==> src/design/fwnf_pkg.sv <==
`timescale 1ns / 1ps
package fwnf_pkg;

	localparam int MAX_DIGITS = 32;
	localparam int VAL_W      = 32;
	localparam int CNT_W      = 6;
	localparam int COL_W      = 8;
	localparam int CHAR_W     = 7;
	localparam int DEC_DIGITS = 10;
	localparam int HEX_DIGITS = 8;
	localparam int BITCNT_W   = 5;

	typedef enum logic [1:0] {
		MODE_UDEC = 2'd0,
		MODE_SDEC = 2'd1,
		MODE_HEX  = 2'd2,
		MODE_BIN  = 2'd3
	} mode_t;

	localparam logic [CHAR_W-1:0] CHAR_ZERO  = 7'h30;
	localparam logic [CHAR_W-1:0] CHAR_A     = 7'h41;
	localparam logic [CHAR_W-1:0] CHAR_PLUS  = 7'h2B;
	localparam logic [CHAR_W-1:0] CHAR_MINUS = 7'h2D;

	// Control shared by every digit cell of the conversion chain.
	typedef struct packed {
		logic clr;
		logic shift;
	} cell_ctrl_t;

	function automatic logic [CHAR_W-1:0] digit_to_ascii(input logic [3:0] d);
		logic [CHAR_W-1:0] r;
		if (d < 4'd10) begin
			r = CHAR_ZERO + {3'd0, d};
		end else begin
			r = CHAR_A + {3'd0, d} - 7'd10;
		end
		return r;
	endfunction

endpackage

==> src/design/fwnf_in_if.sv <==
`timescale 1ns / 1ps
interface fwnf_in_if;
	import fwnf_pkg::*;

	logic              valid;
	logic              ready;
	logic [1:0]        mode;
	logic [VAL_W-1:0]  value;
	logic [CNT_W-1:0]  digit_count;
	logic [COL_W-1:0]  start_column;
	logic [COL_W-1:0]  text_row;

	modport source (output valid, mode, value, digit_count, start_column, text_row,
		input ready);
	modport sink (input valid, mode, value, digit_count, start_column, text_row,
		output ready);

endinterface

==> src/design/fwnf_out_if.sv <==
`timescale 1ns / 1ps
interface fwnf_out_if;
	import fwnf_pkg::*;

	logic              valid;
	logic              ready;
	logic [COL_W-1:0]  column;
	logic [COL_W-1:0]  row;
	logic [CHAR_W-1:0] character;
	logic              last;

	modport source (output valid, column, row, character, last, input ready);
	modport sink (input valid, column, row, character, last, output ready);

endinterface

==> src/design/fwnf_bcd_cell.sv <==
`timescale 1ns / 1ps
module fwnf_bcd_cell (
	input  logic                  clk,
	input  logic                  arst_n,
	input  fwnf_pkg::cell_ctrl_t  ctrl,
	input  logic                  shift_in,
	output logic                  shift_out,
	output logic [3:0]            digit
);
	import fwnf_pkg::*;

	logic [3:0] digit_q;
	logic [3:0] adj;

	// Add three before the shift so that the doubled digit carries at ten.
	assign adj       = (digit_q >= 4'd5) ? digit_q + 4'd3 : digit_q;
	assign shift_out = adj[3];
	assign digit     = digit_q;

	always_ff @(posedge clk or negedge arst_n) begin
		if (!arst_n) begin
			digit_q <= '0;
		end else if (ctrl.clr) begin
			digit_q <= '0;
		end else if (ctrl.shift) begin
			digit_q <= {adj[2:0], shift_in};
		end
	end

`ifndef SYNTHESIS
	a_digit_bcd: assert property (@(posedge clk) disable iff (!arst_n) digit_q <= 4'd9)
		else $error("BCD cell holds a digit above nine");
`endif

endmodule

==> src/design/fixed_width_number_formatter.sv <==
`timescale 1ns / 1ps
// Channel  Dir  Fields                                         Beat
// num      in   mode, value, digit_count, start_column, text_row  one number
// chr      out  column, row, character, last                   one character
//
// Decimal numbers first shift through a chain of ten BCD cells
// (one input bit per cycle); hex and binary skip that step.
// Characters then leave one per cycle while chr does not stall.
// num.ready is high only while no number is in progress.
// A stall on chr holds the character in the output register and pauses emission.
// Reset clears the control state and the output valid flag.
module fixed_width_number_formatter (
	input  logic  clk,
	input  logic  arst_n,
	fwnf_in_if.sink    num,
	fwnf_out_if.source chr
);
	import fwnf_pkg::*;

	typedef enum logic [2:0] {
		S_IDLE = 3'b001,
		S_CONV = 3'b010,
		S_EMIT = 3'b100
	} state_t;

	state_t              state_q, state_d;
	logic [1:0]          mode_q;
	logic [VAL_W-1:0]    val_q;
	logic [CNT_W-1:0]    pos_q;
	logic [COL_W-1:0]    col_q;
	logic [COL_W-1:0]    row_q;
	logic                sign_pend_q;
	logic                neg_q;
	logic [BITCNT_W-1:0] bit_cnt_q;

	logic                out_valid_q;
	logic [COL_W-1:0]    out_col_q;
	logic [COL_W-1:0]    out_row_q;
	logic [CHAR_W-1:0]   out_char_q;
	logic                out_last_q;

	logic                accept;
	logic [CNT_W-1:0]    len_sat;
	logic                in_neg;
	logic                in_dec;
	logic                out_free;
	logic                emit;
	logic [CNT_W-1:0]    p;
	logic [3:0]          digit_d;
	logic [CHAR_W-1:0]   char_d;
	logic                last_d;

	cell_ctrl_t          cell_ctrl;
	logic [3:0]          bcd   [DEC_DIGITS];
	logic                carry [DEC_DIGITS];

	assign accept   = num.valid && num.ready;
	assign num.ready = (state_q == S_IDLE);
	assign len_sat  = (num.digit_count > CNT_W'(MAX_DIGITS)) ? CNT_W'(MAX_DIGITS)
		: num.digit_count;
	assign in_neg   = (num.mode == MODE_SDEC) && num.value[VAL_W-1];
	assign in_dec   = (num.mode == MODE_UDEC) || (num.mode == MODE_SDEC);

	assign cell_ctrl.clr   = accept;
	assign cell_ctrl.shift = (state_q == S_CONV);

	genvar gi;
	generate
		for (gi = 0; gi < DEC_DIGITS; gi++) begin : g_cell
			fwnf_bcd_cell u_cell (
				.clk      (clk),
				.arst_n   (arst_n),
				.ctrl     (cell_ctrl),
				.shift_in ((gi == 0) ? val_q[VAL_W-1] : carry[(gi == 0) ? 0 : gi-1]),
				.shift_out(carry[gi]),
				.digit    (bcd[gi])
			);
		end
	endgenerate

	// Digit position being emitted, counted from the least significant end.
	assign p = pos_q - CNT_W'(1);

	always_comb begin
		digit_d = '0;
		case (mode_q)
			MODE_UDEC, MODE_SDEC: begin
				if (p < CNT_W'(DEC_DIGITS)) begin
					digit_d = bcd[p[3:0]];
				end
			end
			MODE_HEX: begin
				if (p < CNT_W'(HEX_DIGITS)) begin
					digit_d = val_q[{p[2:0], 2'b00} +: 4];
				end
			end
			MODE_BIN: begin
				digit_d = {3'd0, val_q[p[BITCNT_W-1:0]]};
			end
			default: begin
				digit_d = '0;
			end
		endcase
	end

	assign out_free = !out_valid_q || chr.ready;
	assign emit     = (state_q == S_EMIT) && out_free && (sign_pend_q || (pos_q != '0));
	assign char_d   = sign_pend_q ? (neg_q ? CHAR_MINUS : CHAR_PLUS) : digit_to_ascii(digit_d);
	assign last_d   = sign_pend_q ? (pos_q == '0) : (pos_q == CNT_W'(1));

	always_comb begin
		state_d = state_q;
		case (state_q)
			S_IDLE: begin
				if (accept && ((num.mode == MODE_SDEC) || (len_sat != '0))) begin
					state_d = in_dec ? S_CONV : S_EMIT;
				end
			end
			S_CONV: begin
				if (bit_cnt_q == '1) begin
					state_d = S_EMIT;
				end
			end
			S_EMIT: begin
				if (emit && last_d) begin
					state_d = S_IDLE;
				end
			end
			default: begin
				state_d = S_IDLE;
			end
		endcase
	end

	always_ff @(posedge clk or negedge arst_n) begin
		if (!arst_n) begin
			state_q     <= S_IDLE;
			bit_cnt_q   <= '0;
			sign_pend_q <= 1'b0;
			pos_q       <= '0;
			out_valid_q <= 1'b0;
		end else begin
			state_q <= state_d;
			if (accept) begin
				bit_cnt_q   <= '0;
				sign_pend_q <= (num.mode == MODE_SDEC);
				pos_q       <= len_sat;
			end else begin
				if (state_q == S_CONV) begin
					bit_cnt_q <= bit_cnt_q + BITCNT_W'(1);
				end
				if (emit) begin
					if (sign_pend_q) begin
						sign_pend_q <= 1'b0;
					end else begin
						pos_q <= pos_q - CNT_W'(1);
					end
				end
			end
			if (emit) begin
				out_valid_q <= 1'b1;
			end else if (chr.ready) begin
				out_valid_q <= 1'b0;
			end
		end
	end

	always_ff @(posedge clk) begin
		if (accept) begin
			mode_q <= num.mode;
			val_q  <= in_neg ? (~num.value + VAL_W'(1)) : num.value;
			col_q  <= num.start_column;
			row_q  <= num.text_row;
			neg_q  <= in_neg;
		end else begin
			if (state_q == S_CONV) begin
				val_q <= {val_q[VAL_W-2:0], 1'b0};
			end
			if (emit) begin
				col_q <= col_q + COL_W'(1);
			end
		end
		if (emit) begin
			out_col_q  <= col_q;
			out_row_q  <= row_q;
			out_char_q <= char_d;
			out_last_q <= last_d;
		end
	end

	assign chr.valid     = out_valid_q;
	assign chr.column    = out_col_q;
	assign chr.row       = out_row_q;
	assign chr.character = out_char_q;
	assign chr.last      = out_last_q;

`ifndef SYNTHESIS
	a_no_emit_in_conv: assert property (@(posedge clk) disable iff (!arst_n)
		(state_q == S_CONV) |-> !emit)
		else $error("character emitted during conversion");

	a_top_cell_no_carry: assert property (@(posedge clk) disable iff (!arst_n)
		(state_q == S_CONV) |-> !carry[DEC_DIGITS-1])
		else $error("decimal conversion overflowed the digit chain");

	a_last_ends_number: assert property (@(posedge clk) disable iff (!arst_n)
		(emit && last_d) |=> (state_q == S_IDLE))
		else $error("number did not end after its last character");

	a_char_legal: assert property (@(posedge clk) disable iff (!arst_n)
		out_valid_q |-> ((out_char_q >= CHAR_ZERO && out_char_q <= CHAR_ZERO + 7'd9) ||
		(out_char_q >= CHAR_A && out_char_q <= CHAR_A + 7'd5) ||
		out_char_q == CHAR_PLUS || out_char_q == CHAR_MINUS))
		else $error("illegal character code on output");
`endif

endmodule
==> src/flat_wrapper.sv <==
// flat-port wrapper written by rule: the top's interface ports become plain ports
module fixed_width_number_formatter_flat import fwnf_pkg::*;
  (clk, arst_n, num_valid, num_mode, num_value, num_digit_count, num_start_column, num_text_row, num_ready, chr_valid, chr_column, chr_row, chr_character, chr_last, chr_ready);
  fwnf_in_if num_i ();
  fwnf_out_if chr_i ();
  input  logic clk;
  input  logic arst_n;
  input wire logic [$bits(num_i.valid)-1:0] num_valid;
  input wire logic [$bits(num_i.mode)-1:0] num_mode;
  input wire logic [$bits(num_i.value)-1:0] num_value;
  input wire logic [$bits(num_i.digit_count)-1:0] num_digit_count;
  input wire logic [$bits(num_i.start_column)-1:0] num_start_column;
  input wire logic [$bits(num_i.text_row)-1:0] num_text_row;
  output wire logic [$bits(num_i.ready)-1:0] num_ready;
  output wire logic [$bits(chr_i.valid)-1:0] chr_valid;
  output wire logic [$bits(chr_i.column)-1:0] chr_column;
  output wire logic [$bits(chr_i.row)-1:0] chr_row;
  output wire logic [$bits(chr_i.character)-1:0] chr_character;
  output wire logic [$bits(chr_i.last)-1:0] chr_last;
  input wire logic [$bits(chr_i.ready)-1:0] chr_ready;
  assign num_i.valid = num_valid;
  assign num_i.mode = num_mode;
  assign num_i.value = num_value;
  assign num_i.digit_count = num_digit_count;
  assign num_i.start_column = num_start_column;
  assign num_i.text_row = num_text_row;
  assign num_ready = num_i.ready;
  assign chr_valid = chr_i.valid;
  assign chr_column = chr_i.column;
  assign chr_row = chr_i.row;
  assign chr_character = chr_i.character;
  assign chr_last = chr_i.last;
  assign chr_i.ready = chr_ready;
  fixed_width_number_formatter u_core (.clk(clk), .arst_n(arst_n), .num(num_i), .chr(chr_i));
endmodule
==> config.mk <==
export PLATFORM = sky130hd
export DESIGN_NAME = fixed_width_number_formatter_flat
export DESIGN_NICKNAME = d
export VERILOG_FILES = /design/src/design/fwnf_pkg.sv /design/src/design/fwnf_in_if.sv /design/src/design/fwnf_out_if.sv /design/src/design/fwnf_bcd_cell.sv /design/src/design/fixed_width_number_formatter.sv /design/src/flat_wrapper.sv
export SDC_FILE = /design/constraint.sdc
export NUM_CORES = 1
export LEC_CHECK = 0
export BUFFER_PORTS_ARGS = -buffer_cell sky130_fd_sc_hd__buf_4
export CORE_MARGIN = 5
export CORE_UTILIZATION = 50
export DETAILED_ROUTE_END_ITERATION = 6
export PLACE_DENSITY = 0.69
export SYNTH_ARGS = -nofsm -noshare
export SYNTH_HDL_FRONTEND = slang
export SYNTH_HIERARCHICAL = 1
export SYNTH_SLANG_ARGS = --single-unit
export TNS_END_PERCENT = 5
==> constraint.sdc <==
create_clock -name clk -period 7.9 [get_ports clk]
set_input_delay 1.58 -clock clk [delete_from_list [all_inputs] [get_ports clk]]
set_output_delay 1.58 -clock clk [all_outputs]
set_load 0.02 [all_outputs]
# Word-level counts from Yosys, hierarchy flattened
# Cells that the tools add are included.
# classes
addsub	17
bitwise_logic	2
n_reduce_logical	22
order_cmp	16
shift	1
mux	62
n_div	0
n_eq_ne	13
n_mul	0
# op_table
cell	n
$mux W4	33
$mux W32	3
$ge A4 B3 Y1 const B	10
$add A4 B2 Y4 const B	9
$add A32 B1 Y32 const B	1
$not A32 Y32	1
$shiftx A32 B6 Y4	1
$mux W6	4
$mux W3	6
$bmux W4 S4	1
$mux W8	2
$mux W7	2
$lt A6 B4 Y1 const B	2
$pmux W4 S3	1
$reduce_bool A6 Y1	2
$mux W5	2
$pmux W3 S3	1
$add A8 B1 Y8 const B	1
$ne A2 B2 Y1 const B	4
$add A6 B4 Y7 const A	1
$add A7 B4 Y7 const A	1
$sub A7 B4 Y7 const B	1
$eq A6 B1 Y1 const B	1
$gt A6 B6 Y1 const B	1
other kinds (24)	42
# totals
out_inout_bits	26
memories	0
ram_bits	0
ff_bits	131
elab_cells	157
input_bits	60
latch_bits	0
romBits	0

# Depth between registers and ports, before layout
# logic_depth
ltp_word	11
ltp_mapped	18
depth_no_buf	12

# Cells and area by module
# The synthesis kept the hierarchy.
# by_module_without_submodules
module	cells_each	area_each_um2	seq_area_each_um2	n_inst
fixed_width_number_formatter	520	5620.4	2653.8	1
fwnf_bcd_cell	27	261.5	100.1	10

# Least setup slack after synthesis
# No wires, ideal clock.
# synth_timing
path_kind	input port to flip-flop
start	input port num_valid
end	register u_core.g_cell[0].u_cell.digit_q[1]
required_time_ns	7.675
arrival_ns	3.946
setup_time_ns	0.225
setup_slack_ns	3.729
path_buffers	1
stages	5
cell_sequence	nand2_1 > inv_1 > buf_1 > or4b_1 > o311ai_1
# synth_between
elab_chain_cells	2
elab_cells_between_ends	3
classes_between	1 x mux; 2 x reduce/logical
# synth_lines
item	line	rtl
start: declaration	flat_wrapper.sv:8	input wire logic [$bits(num_i.valid)-1:0] num_valid;
$logic_and A1 B1 Y1 (*)	fixed_width_number_formatter.sv:57	assign accept = num.valid && num.ready;
net u_core.accept	fixed_width_number_formatter.sv:42	logic accept;
$mux W4 or $reduce_bool A2 Y1 (tied branches)	--	
end signal: assignment	fwnf_bcd_cell.sv:26	digit_q <= {adj[2:0], shift_in};
end: declaration	fwnf_bcd_cell.sv:12	logic [3:0] digit_q;
# The timed path passes the listed nets; every way through them passes the cells marked *.
# A chain may end at the register's enable or synchronous reset.

# Worst setup path after layout
# layout_timing
start	register u_core.pos_q[0]
end	register u_core.out_char_q[6] (netlist: u_core/chr.character[6]), data pin
# layout_between
elab_chain_cells	11
elab_cells_between_ends	19
classes_between	4 x add/sub; 3 x order compare; 1 x shift; 10 x mux; 1 x bitwise
# layout_lines
item	line	rtl
start: declaration	fixed_width_number_formatter.sv:29	logic [CNT_W-1:0] pos_q;
start signal: assignment	fixed_width_number_formatter.sv:147	pos_q <= len_sat;
start signal: assignment	fixed_width_number_formatter.sv:156	pos_q <= pos_q - CNT_W'(1);
$sub A6 B1 Y6 (*)	fixed_width_number_formatter.sv:82	assign p = pos_q - CNT_W'(1);
$not A4 Y5 (not written as such)	fixed_width_number_formatter.sv:89	digit_d = bcd[p[3:0]];
$bmux W4 S4	fixed_width_number_formatter.sv:89	
$mux W4 (not written as such) (2 in series)	fixed_width_number_formatter.sv:89	
$mux W4	fixed_width_number_formatter.sv:88	if (p < CNT_W'(DEC_DIGITS)) begin
$pmux W4 S3 (*)	fixed_width_number_formatter.sv:86	case (mode_q)
$add A7 B4 Y7	fwnf_pkg.sv:36	r = CHAR_A + {3'd0, d} - 7'd10;
$sub A7 B4 Y7	fwnf_pkg.sv:36	
$mux W7 (*)	fwnf_pkg.sv:33	if (d < 4'd10) begin
$mux W7 (*)	fixed_width_number_formatter.sv:108	assign char_d = sign_pend_q ? (neg_q ? CHAR_MINUS : CHAR_PLUS) : digit_to_ascii(digit_d);
end signal: assignment	fixed_width_number_formatter.sv:186	out_char_q <= char_d;
end: declaration	fixed_width_number_formatter.sv:39	logic [CHAR_W-1:0] out_char_q;
# Mark *: on every way between the ends. The rest lies on a longest branch, timed or not. The select of a mux whose other input is x is not followed.

==> summary.txt <==
Run status
  – Outcome: complete, no violations

Die
  – Die Ht: 138 µm
  – Die Span X: 138 µm
  – I/O pins: 86
  – Full die area: 19,100 µm²
  – Effective utilization at floorplan: 0.513
  – Core Region: 16,000 µm²
  – Num rows: 46

Finish
  – Diodes inserted: 0
  – Share of post-route cells with drive strength above 1: 0.227
  – Nets: 950
  – Most frequent cells in the layout: 97 x nand2_1, 93 x buf_4, 75 x edfxtp_1, 67 x o21ai_0, 54 x dfrtp_1
  – P&R area growth vs syn: 17.2%
  – Commonest non-fill, non-tap cell in the layout: nand2_1
  – Post-route cell area: 9630 µm²

Worst setup path
  – Crit end category: flip-flop
  – R2R Path End: u_core/chr.character[6]
  – Worst Setup Start Kind: flip-flop
  – CP Class: flip-flop to flip-flop
  – Reg2Reg Depth: 11
  – Worst R2R Start: u_core/pos_q[0]
  – Crit Path Max Fanout: 44
  – Worst path arrival time: 4.47 ns
  – Reg-to-reg setup timing slack: 3.60 ns
  – Data required, critical path: 8.07 ns

Timing
  – Slew headroom: 0.141
  – Min Clock Period, post-route: 4.30 ns
  – Slew at the pin with the worst max-slew slack: 1.28 ns
  – Fmax: 0.233 GHz
  – Clock skew: 0.00605 ns
  – Max Slew Vio Count: 0
  – Period utilisation layout: 0.544
  – Hold Fails Final Rpt: 0
  – RSZ-0062 raised after global routing: no
  – Setup TNS: 0 ns
  – Final setup violation count: 0
  – Final worst setup slack: 3.60 ns

Global routing
  – Global-route wire length before repair: 31.3 mm
  – Vias in the first global route: 6,336
  – Top Usage Layer GRT: met2
  – GRT met3 Usage: 0.0386
  – Grt met1 use: 0.255
  – All-Layer GR Usage: 0.196
  – Gr ovfl total: 0
  – Pin count of the biggest net entering global routing: 86
  – Antenna violations before repair: 0
  – Met2 Use GR: 0.336

Detailed routing
  – Wire length per cell: 17.1 µm
  – DRT Wirelength: 18.6 mm
  – Router iterations before antenna repair: 5
  – Via count: 6,339
  – Post-route DRC: 0
  – Via/cell ratio: 5.81
  – Antenna Violating Nets Remaining: 0
  – Iter 0 DRT Violations: 479

Pwr
  – Gate power share: 0.407
  – Clock power frac: 0.241
  – Pint: 2.09 mW
  – Max VDD drop: 0.000201 V
  – Leak: 3.63 nW
  – Psw: 1.26 mW
  – Cell area power density: 348 nW/µm²
  – Seq pwr share: 0.352
  – Sw Ratio: 0.377

Clocking
  – Worst skew pair latency: 0.42 ns
  – Resized cells post-CTS: 0
  – CTS H-tree depth: 4
  – CTS Root Cell: clkbuf_16
  – Clock slew seen by the registers of the worst setup and hold paths: 0.06 ns
  – CTS tree: built
  – CTS Hold Buffers Added: 0
  – # Post-CTS Setup Buffers: 0
  – TritonCTS buffer count: 17
  – Clk buf depth: 2
  – # clock sinks: 131

Synth
  – Synth warnings: 6
  – Mapped Area: 8210 µm²
  – Syn Nets: 874
  – Syn Inst Count: 786
  – Avg Inst Size Synth: 10.5 µm²

Worst hold path
  – Hold path startpoint: u_core/row_q[4]
  – Hold Crit Class: flip-flop to flip-flop
  – Hold depth: 0
  – Hold Crit Endpoint: u_core/chr.row[4]

Placement
  – Global placement routability congestion: 0.878
  – Pre-CTS setup slack: 3.65 ns
  – Hpwl dp: 13.5 mm
  – PortBufs: 85
  – Placed cell areas: 9030 µm²

Job
  – Max-Cap Viols: 0
through the flow:
stage | util | hold WS, ns | std cells | power (mW)
6_report | 0.602 | 0.419 | 1091 | 3.35
5_1_grt | 0.602 | 0.430 | 1091 | 3.57
4_1_cts | 0.602 | 0.420 | 1091 | 3.37
3_5_place_dp | 0.564 | 0.406 | 1059 | 2.55
3_3_place_gp | 0.564 | 0.401 | 1059 | 2.49
2_1_floorplan | - | 0.400 | 786 | 2.20
routing by layer:
layer  vias to the layer above  part of all wire
li1                       3064                 -
met1                      3104              0.44
met2                       148              0.51
met3                        23             0.039
met4                         0             0.014
met5                         -                 0
worst max-delay path, stage by stage, from the launching register on:
cell	delay, ns
dfrtp_2	0.34
buf_4	0.48
inv_1	0.22
ha_1	1.15
mux4_2	0.43
mux4_2	0.50
o22ai_1	0.17
a211o_1	0.20
ha_1	0.20
inv_1	0.05
a21o_1	0.15
and2_1	0.14
worst max-delay path by stage:
stage               slack (ns)                               end  cells past startpoint             from
detailed placement        3.65           u_core/chr.character[6]                     11  u_core/pos_q[0]
global placement          3.81           u_core/chr.character[6]                     11  u_core/pos_q[0]
CTS                       3.62           u_core/chr.character[6]                     11  u_core/pos_q[0]
global route              3.26           u_core/chr.character[4]                     11  u_core/pos_q[0]
floorplan                 3.73  u_core/g_cell[0].u_cell/digit[1]                      5        num_valid
finish                    3.60           u_core/chr.character[6]                     11  u_core/pos_q[0]
area by class of cell:
| cell class | count | area, µm² |
|---|---|---|
| Clock buffer | 18 | 429 |
| Clock inverter | 14 | 175 |
| Fill cell | 1308 | 6370 |
| Inverter | 33 | 124 |
| Multi-Input combinational cell | 586 | 4280 |
| Sequential cell | 131 | 3660 |
| Tap cell | 216 | 270 |
| Timing Repair Buffer | 93 | 698 |
registers in the layout, indices dropped and copies added (netlist names):
signal and count:
u_core/bit_cnt_q 5, u_core/chr.character 7, u_core/chr.column 8, u_core/chr.last 1
u_core/chr.row 8, u_core/chr.valid 1, u_core/col_q 8, u_core/g_cell.u_cell/digit 40
u_core/mode_q 2, u_core/neg_q 1, u_core/pos_q 6, u_core/row_q 8
u_core/sign_pend_q 1, u_core/state_q 3, u_core/val_q 32
power by group through the flow:
stage                     Combinational [mW]  Clock (mW)  Sequential, mW
after floorplan                         1.06           0            1.14
after global placement                  1.30           0            1.18
after detailed placement                1.35           0            1.19
after CTS                               1.36       0.825            1.18
after global routing                    1.51       0.855            1.21
final                                   1.36       0.808            1.18
(Power assumes the default switching activity.)
